**src/sv/rgb2hsv_pkg.sv**
```systemverilog
// Package with constants and the pipeline stage type of the RGB to HSV converter.
`timescale 1ns / 1ps

package rgb2hsv_pkg;

    localparam int ChanW      = 8;
    localparam int DataW      = 3 * ChanW;
    localparam int SatBits    = 8;
    localparam int HueBits    = 6;
    localparam int NumStages  = 2 + SatBits;
    localparam int HueNumW    = ChanW + HueBits;

    localparam logic [ChanW-1:0] Sector    = 8'd43;
    localparam logic [ChanW-1:0] BaseRed   = 8'd0;
    localparam logic [ChanW-1:0] BaseGreen = 8'd85;
    localparam logic [ChanW-1:0] BaseBlue  = 8'd171;

    typedef struct packed {
        logic [ChanW-1:0]   hi;
        logic [ChanW-1:0]   chroma;
        logic [ChanW-1:0]   base;
        logic               neg;
        logic [ChanW-1:0]   adiff;
        logic [ChanW-1:0]   sat_rem;
        logic [SatBits-1:0] sat_low;
        logic [SatBits-1:0] sat_q;
        logic [ChanW-1:0]   hue_rem;
        logic [HueBits-1:0] hue_low;
        logic [HueBits-1:0] hue_q;
    } stage_t;

endpackage

```
**src/sv/rgb_to_hsv_converter_core.sv**
```systemverilog
// Top level of the pipelined 8-bit RGB to HSV converter.
`timescale 1ns / 1ps

// The core takes one RGB pixel per clock while the output side does not stall and gives
// hue, saturation and brightness (value) through a front stage, a numerator stage, the eight
// restoring division stages that form the saturation quotient one bit per stage, and an
// output register; the hue quotient is formed in the first six division stages in parallel.
// Each stage holds its item while the stage after it cannot take it, so a stall on the
// output stops only the stages that are occupied and bubbles are filled from the input side.
module rgb_to_hsv_converter_core (
    input  logic        aclk,
    input  logic        aresetn,
    input  logic        s_tvalid,
    output logic        s_tready,
    input  logic [23:0] s_tdata,   // red [7:0], green [15:8], blue [23:16]
    output logic        m_tvalid,
    input  logic        m_tready,
    output logic [23:0] m_tdata    // hue [7:0], saturation [15:8], brightness [23:16]
);

    localparam int N  = rgb2hsv_pkg::NumStages;
    localparam int CW = rgb2hsv_pkg::ChanW;

    rgb2hsv_pkg::stage_t stage_reg  [N];
    rgb2hsv_pkg::stage_t stage_next [N];
    logic [N-1:0]        valid_reg;
    logic [N:0]          rdy;

    logic [rgb2hsv_pkg::DataW-1:0] out_data_reg;
    logic [rgb2hsv_pkg::DataW-1:0] out_data_next;
    logic                          out_valid_reg;

    function automatic rgb2hsv_pkg::stage_t front_stage(input logic [23:0] pix);
        rgb2hsv_pkg::stage_t s;
        logic [CW-1:0] r, g, b, hi, lo;
        logic [CW:0]   d;
        begin
            r  = pix[7:0];
            g  = pix[15:8];
            b  = pix[23:16];
            hi = (r > g) ? r : g;
            hi = (hi > b) ? hi : b;
            lo = (r < g) ? r : g;
            lo = (lo < b) ? lo : b;
            s  = '0;
            if (hi == r) begin
                s.base = rgb2hsv_pkg::BaseRed;
                d      = {1'b0, g} - {1'b0, b};
            end else if (hi == g) begin
                s.base = rgb2hsv_pkg::BaseGreen;
                d      = {1'b0, b} - {1'b0, r};
            end else begin
                s.base = rgb2hsv_pkg::BaseBlue;
                d      = {1'b0, r} - {1'b0, g};
            end
            s.hi     = hi;
            s.chroma = hi - lo;
            s.neg    = d[CW];
            s.adiff  = d[CW] ? CW'(-d) : d[CW-1:0];
            return s;
        end
    endfunction

    function automatic rgb2hsv_pkg::stage_t numer_stage(input rgb2hsv_pkg::stage_t p);
        rgb2hsv_pkg::stage_t s;
        logic [2*CW-1:0]                  snum;
        logic [rgb2hsv_pkg::HueNumW-1:0]  hnum;
        begin
            s         = p;
            snum      = {p.chroma, {CW{1'b0}}} - {{CW{1'b0}}, p.chroma};
            hnum      = rgb2hsv_pkg::HueNumW'(p.adiff)
                        * rgb2hsv_pkg::HueNumW'(rgb2hsv_pkg::Sector);
            s.sat_rem = snum[2*CW-1:CW];
            s.sat_low = snum[CW-1:0];
            s.hue_rem = hnum[rgb2hsv_pkg::HueNumW-1:rgb2hsv_pkg::HueBits];
            s.hue_low = hnum[rgb2hsv_pkg::HueBits-1:0];
            s.sat_q   = '0;
            s.hue_q   = '0;
            return s;
        end
    endfunction

    function automatic rgb2hsv_pkg::stage_t div_stage(input rgb2hsv_pkg::stage_t p,
                                                      input logic do_hue);
        rgb2hsv_pkg::stage_t s;
        logic [CW:0] ts;
        logic [CW:0] th;
        logic        qs;
        logic        qh;
        begin
            s  = p;
            ts = {p.sat_rem, p.sat_low[rgb2hsv_pkg::SatBits-1]};
            qs = (ts >= {1'b0, p.hi});
            s.sat_rem = qs ? CW'(ts - {1'b0, p.hi}) : ts[CW-1:0];
            s.sat_low = {p.sat_low[rgb2hsv_pkg::SatBits-2:0], 1'b0};
            s.sat_q   = {p.sat_q[rgb2hsv_pkg::SatBits-2:0], qs};
            if (do_hue) begin
                th = {p.hue_rem, p.hue_low[rgb2hsv_pkg::HueBits-1]};
                qh = (th >= {1'b0, p.chroma});
                s.hue_rem = qh ? CW'(th - {1'b0, p.chroma}) : th[CW-1:0];
                s.hue_low = {p.hue_low[rgb2hsv_pkg::HueBits-2:0], 1'b0};
                s.hue_q   = {p.hue_q[rgb2hsv_pkg::HueBits-2:0], qh};
            end
            return s;
        end
    endfunction

    always_comb begin
        stage_next[0] = front_stage(s_tdata);
        stage_next[1] = numer_stage(stage_reg[0]);
        for (int k = 2; k < N; k++) begin
            stage_next[k] = div_stage(stage_reg[k-1], (k - 2) < rgb2hsv_pkg::HueBits);
        end
    end

    always_comb begin
        logic [CW-1:0] q8;
        logic [CW-1:0] hue;
        rgb2hsv_pkg::stage_t p;
        p   = stage_reg[N-1];
        q8  = CW'(p.hue_q);
        hue = p.base + (p.neg ? CW'(-q8) : q8);
        if (p.hi == '0) begin
            out_data_next = {p.hi, {CW{1'b0}}, {CW{1'b0}}};
        end else if (p.sat_q == '0) begin
            out_data_next = {p.hi, p.sat_q, {CW{1'b0}}};
        end else begin
            out_data_next = {p.hi, p.sat_q, hue};
        end
    end

    always_comb begin
        rdy[N] = !out_valid_reg || m_tready;
        for (int k = N - 1; k >= 0; k--) begin
            rdy[k] = !valid_reg[k] || rdy[k+1];
        end
    end

    always_ff @(posedge aclk) begin
        if (!aresetn) begin
            valid_reg     <= '0;
            out_valid_reg <= 1'b0;
        end else begin
            if (rdy[0]) begin
                valid_reg[0] <= s_tvalid;
            end
            for (int k = 1; k < N; k++) begin
                if (rdy[k]) begin
                    valid_reg[k] <= valid_reg[k-1];
                end
            end
            if (rdy[N]) begin
                out_valid_reg <= valid_reg[N-1];
            end
        end
    end

    always_ff @(posedge aclk) begin
        for (int k = 0; k < N; k++) begin
            if (rdy[k]) begin
                stage_reg[k] <= stage_next[k];
            end
        end
        if (rdy[N]) begin
            out_data_reg <= out_data_next;
        end
    end

    assign s_tready = rdy[0];
    assign m_tvalid = out_valid_reg;
    assign m_tdata  = out_data_reg;

endmodule

```
**config.mk**
```make
export PLATFORM = sky130hd
export DESIGN_NAME = rgb_to_hsv_converter_core
export DESIGN_NICKNAME = d
export VERILOG_FILES = /design/src/sv/rgb2hsv_pkg.sv /design/src/sv/rgb_to_hsv_converter_core.sv
export SDC_FILE = /design/constraint.sdc
export NUM_CORES = 1
export LEC_CHECK = 0
export ABC_AREA = 1
export BUFFER_PORTS_ARGS = -buffer_cell sky130_fd_sc_hd__buf_2
export CORE_MARGIN = 2
export CORE_UTILIZATION = 63
export CTS_CLUSTER_DIAMETER = 100
export DETAILED_ROUTE_END_ITERATION = 8
export PLACE_DENSITY = 0.91
export SLEW_MARGIN = 20
export SYNTH_ARGS = -nofsm -noshare
export SYNTH_HDL_FRONTEND = slang
export SYNTH_SLANG_ARGS = --single-unit
```
**constraint.sdc**
```tcl
create_clock -name aclk -period 16.3 [get_ports aclk]
set_input_delay 1.63 -clock aclk [delete_from_list [all_inputs] [get_ports aclk]]
set_output_delay 1.63 -clock aclk [all_outputs]
set_load 0.005 [all_outputs]
```
==> results.sh <==
export IMPL_outcome="completed"
export IMPL_register_area_um2=13400
export IMPL_diodes=0
export IMPL_drcViolationCount=0
export IMPL_synthXorXnorAreaFrac_pct=4.06
export IMPL_grt_pass1_vias=16300
export IMPL_initial_core_util_pct=63.7
export IMPL_drive_gt1_share_pct=8.19
export IMPL_dr_first_iter_drc_count=1441
export IMPL_synth_area_per_cell_um2=11.1
export IMPL_reg2reg_to="stage_reg[1][41]"
export IMPL_cts_made_buffers=41
export IMPL_cts_max_path_buffers=3
export IMPL_layout_min_cycle_time_ns=10.42
export IMPL_postSynthCellCount=2091
export IMPL_area_delta_synth_final_pct=9.42
export IMPL_rsz0062_at_grt="false"
export IMPL_largest_reg_flops=416
export IMPL_synthSimpleGateAreaFrac_pct=11.5
export IMPL_ant_nets=0
export IMPL_crit_required_ns=14.67
export IMPL_hp_class="register to register"
export IMPL_synth_flop_cell="edfxtp_1"
export IMPL_stdcell_count=2679
export IMPL_postCtsSetupBuffers=0
export IMPL_synth_edf_count=440
export IMPL_antenna_found_initial=0
export IMPL_yosysSeqAreaShare_pct=57.7
export IMPL_hp_start="stage_reg[4][20]"
export IMPL_routabilityCongestion=0.930
export IMPL_worst_pin_slew_ns=1.05
export IMPL_place_ws_ns=5.93
export IMPL_fmax_mhz=96.0
export IMPL_drt_wirelength_per_cell_um=19.0
export IMPL_worstHoldEndpoint="stage_reg[5][21]"
export IMPL_cts_reportedPaths_clkPinSlew_ns=0.06
export IMPL_setup_violations_final=0
export IMPL_final_hold_viol_count=0
export IMPL_synth_seq_cells=451
export IMPL_grt_util_all_layers_pct=26.9
export IMPL_synthArstFlopShare_pct=0
export IMPL_ctsHoldBuffers=0
export IMPL_tritoncts="yes"
export IMPL_dieArea_um2=38500
export IMPL_cp_start_kind="primary input"
export IMPL_power_density_nw_per_um2=230
export IMPL_vias=15800
export IMPL_cpMostUsedCell="nor2_1"
export IMPL_yosysMostFrequentCell="edfxtp_1"
export IMPL_cp_max_fo=51
export IMPL_critical_path_class="primary input to output pin"
export IMPL_irDropWorstVdd_mv=0.109
export IMPL_clock_root_buffer="clkbuf_16"
export IMPL_multi_input_area_um2=8420
export IMPL_final_setup_tns_ns=0
export IMPL_finalClockSkew_ns=0.0257
export IMPL_chipHeight_um=196
export IMPL_grt_pass1_wl_mm=81.6
export IMPL_whs_path_depth=0
export IMPL_r2r_start="m_tvalid"
export IMPL_via_per_inst=5.91
export IMPL_setup_slack_ns=5.88
export IMPL_reg2regPathDepth=29
export IMPL_synth_area_leader_cell="edfxtp_1"
export IMPL_drt_total_wl_mm=50.8
export IMPL_portBuffers=53
export IMPL_synth_area_um2=23300
export IMPL_crit_slowest_cell="inv_1"
export IMPL_slew_headroom_pct=29.9
export IMPL_rows=70
export IMPL_critPathArrivalTime_ns=8.79
export IMPL_postCtsResizedCells=0
export IMPL_synth_top_cell_area_share_pct=56.8
export IMPL_synth_adder_area_share_pct=13.2
export IMPL_nFillCells=2206
export IMPL_grt_max_degree=52
export IMPL_synth_warnings=0
export IMPL_drv_slew=0
export IMPL_grt_ovfl_total=0
export IMPL_ys_types=46
export IMPL_period_share_pct=63.9
export IMPL_yosys_top_cells_area="edfxtp_1 57%, ha_1 11%, inv_1 5.6%, a21oi_1 4.0%, nor2_1 3.8%"
export IMPL_leakagePower_nw=11.2
export IMPL_synth_mux_area_share_pct=0
export IMPL_core_um2=36500
export IMPL_drt_first_pass_iters=8
export IMPL_nNetsFinal=2441
export IMPL_endpoint_kind="output pin"
export IMPL_post_dp_hpwl_mm=34.0
export IMPL_pin_count=54
export IMPL_cts_sinks=451
export IMPL_critical_path_max_stage_delay_ns=0.79
export IMPL_maxCapViolations=0
export IMPL_dp_cells=2603
export IMPL_yosys_top_cells_count="440 x edfxtp_1, 350 x inv_1, 233 x nor2_1, 219 x nand2_1, 203 x ha_1"
export IMPL_synth_compound_area_share_pct=7.41
export IMPL_chipWidth_um=196
export IMPL_clock_latency_ns=0.56
export IMPL_synth_top_family_by_area="adder cells"
export IMPL_htreeDepth=2
export IMPL_reg2reg_slack_ns=8.16
export IMPL_synth_fp_nets=2348
## cell families (layout without fill, tap and decap cells)
group,Yosys count,after routing
AO/OA/AOI/OAI,316,316
XOR/XNOR,108,108
adder cells (fa/ha/maj),229,229
buffers and inverters,373,493
flip-flops,451,451
AND/OR/NAND/NOR,614,614
## power breakdown
part / total, mW / internal [mW] / switching [mW]
Clock: 0.956 / 0.544 / 0.412
Combinational: 2.64 / 1.01 / 1.64
Sequential: 2.26 / 1.98 / 0.272
Total: 5.86 / 3.53 / 2.32
## area by class of cell
type / count / area share (%)
Sequential cell: 451 / 52.7
Multi-Input combinational cell: 1267 / 33.0
Inverter: 354 / 5.22
Clock buffer: 54 / 4.51
Tap cell: 468 / 2.30
Timing Repair Buffer: 69 / 1.50
Clock inverter: 16 / 0.678
## per-stage QoR
step | total power [mW] | hold WS, ns | cell area, um2 | util [%]
final | 5.86 | 0.414 | 25500 | 69.7
after global routing | 6.22 | 0.418 | 25500 | 69.7
after CTS | 5.77 | 0.414 | 25400 | 69.6
after detailed placement | 4.66 | 0.405 | 24100 | 66.0
after global placement | 4.37 | 0.401 | 24100 | 66.0
after floorplan | 3.99 | 0.400 | 23300 | -
## worst max-delay path: cells and delay by family
| kind | cells | cell delay [ns] |
|---|---|---|
| buffers and inverters | 19 | 5.92 |
| and+or+nand+nor | 11 | 1.15 |
## metal layers
metal / GRT usage (%) / vias to the layer above / wire, um
met1: 27.9 / 7479 / 17700
met5: 0 / - / 0
met4: 14.3 / 0 / 2960
met3: 3.97 / 247 / 2850
li1: - / 7309 / -
met2: 52.2 / 785 / 27300
## worst max-delay path by stage
stage | start | endpoint | slack, ns | depth (start not counted)
2_1_floorplan | m_tready | s_tready | 3.74 | 20
3_3_place_gp | m_tready | s_tready | 6.46 | 30
3_5_place_dp | m_tready | s_tready | 5.93 | 30
4_1_cts | m_tready | s_tready | 5.69 | 30
5_1_grt | m_tready | s_tready | 5.08 | 30
6_report | m_tready | s_tready | 5.88 | 30
## cell usage in the layout, fill, tap and decap left out, types with 43 or more instances in the layout
master	synthesis	routed
edfxtp_1	440	440
inv_1	350	345
nor2_1	233	233
nand2_1	219	219
ha_1	203	203
a21oi_1	186	186
o21ai_0	73	73
xor2_1	73	73
nand3_1	69	69
buf_2	1	54
clkbuf_16	0	43
(Power assumes the default switching activity.)
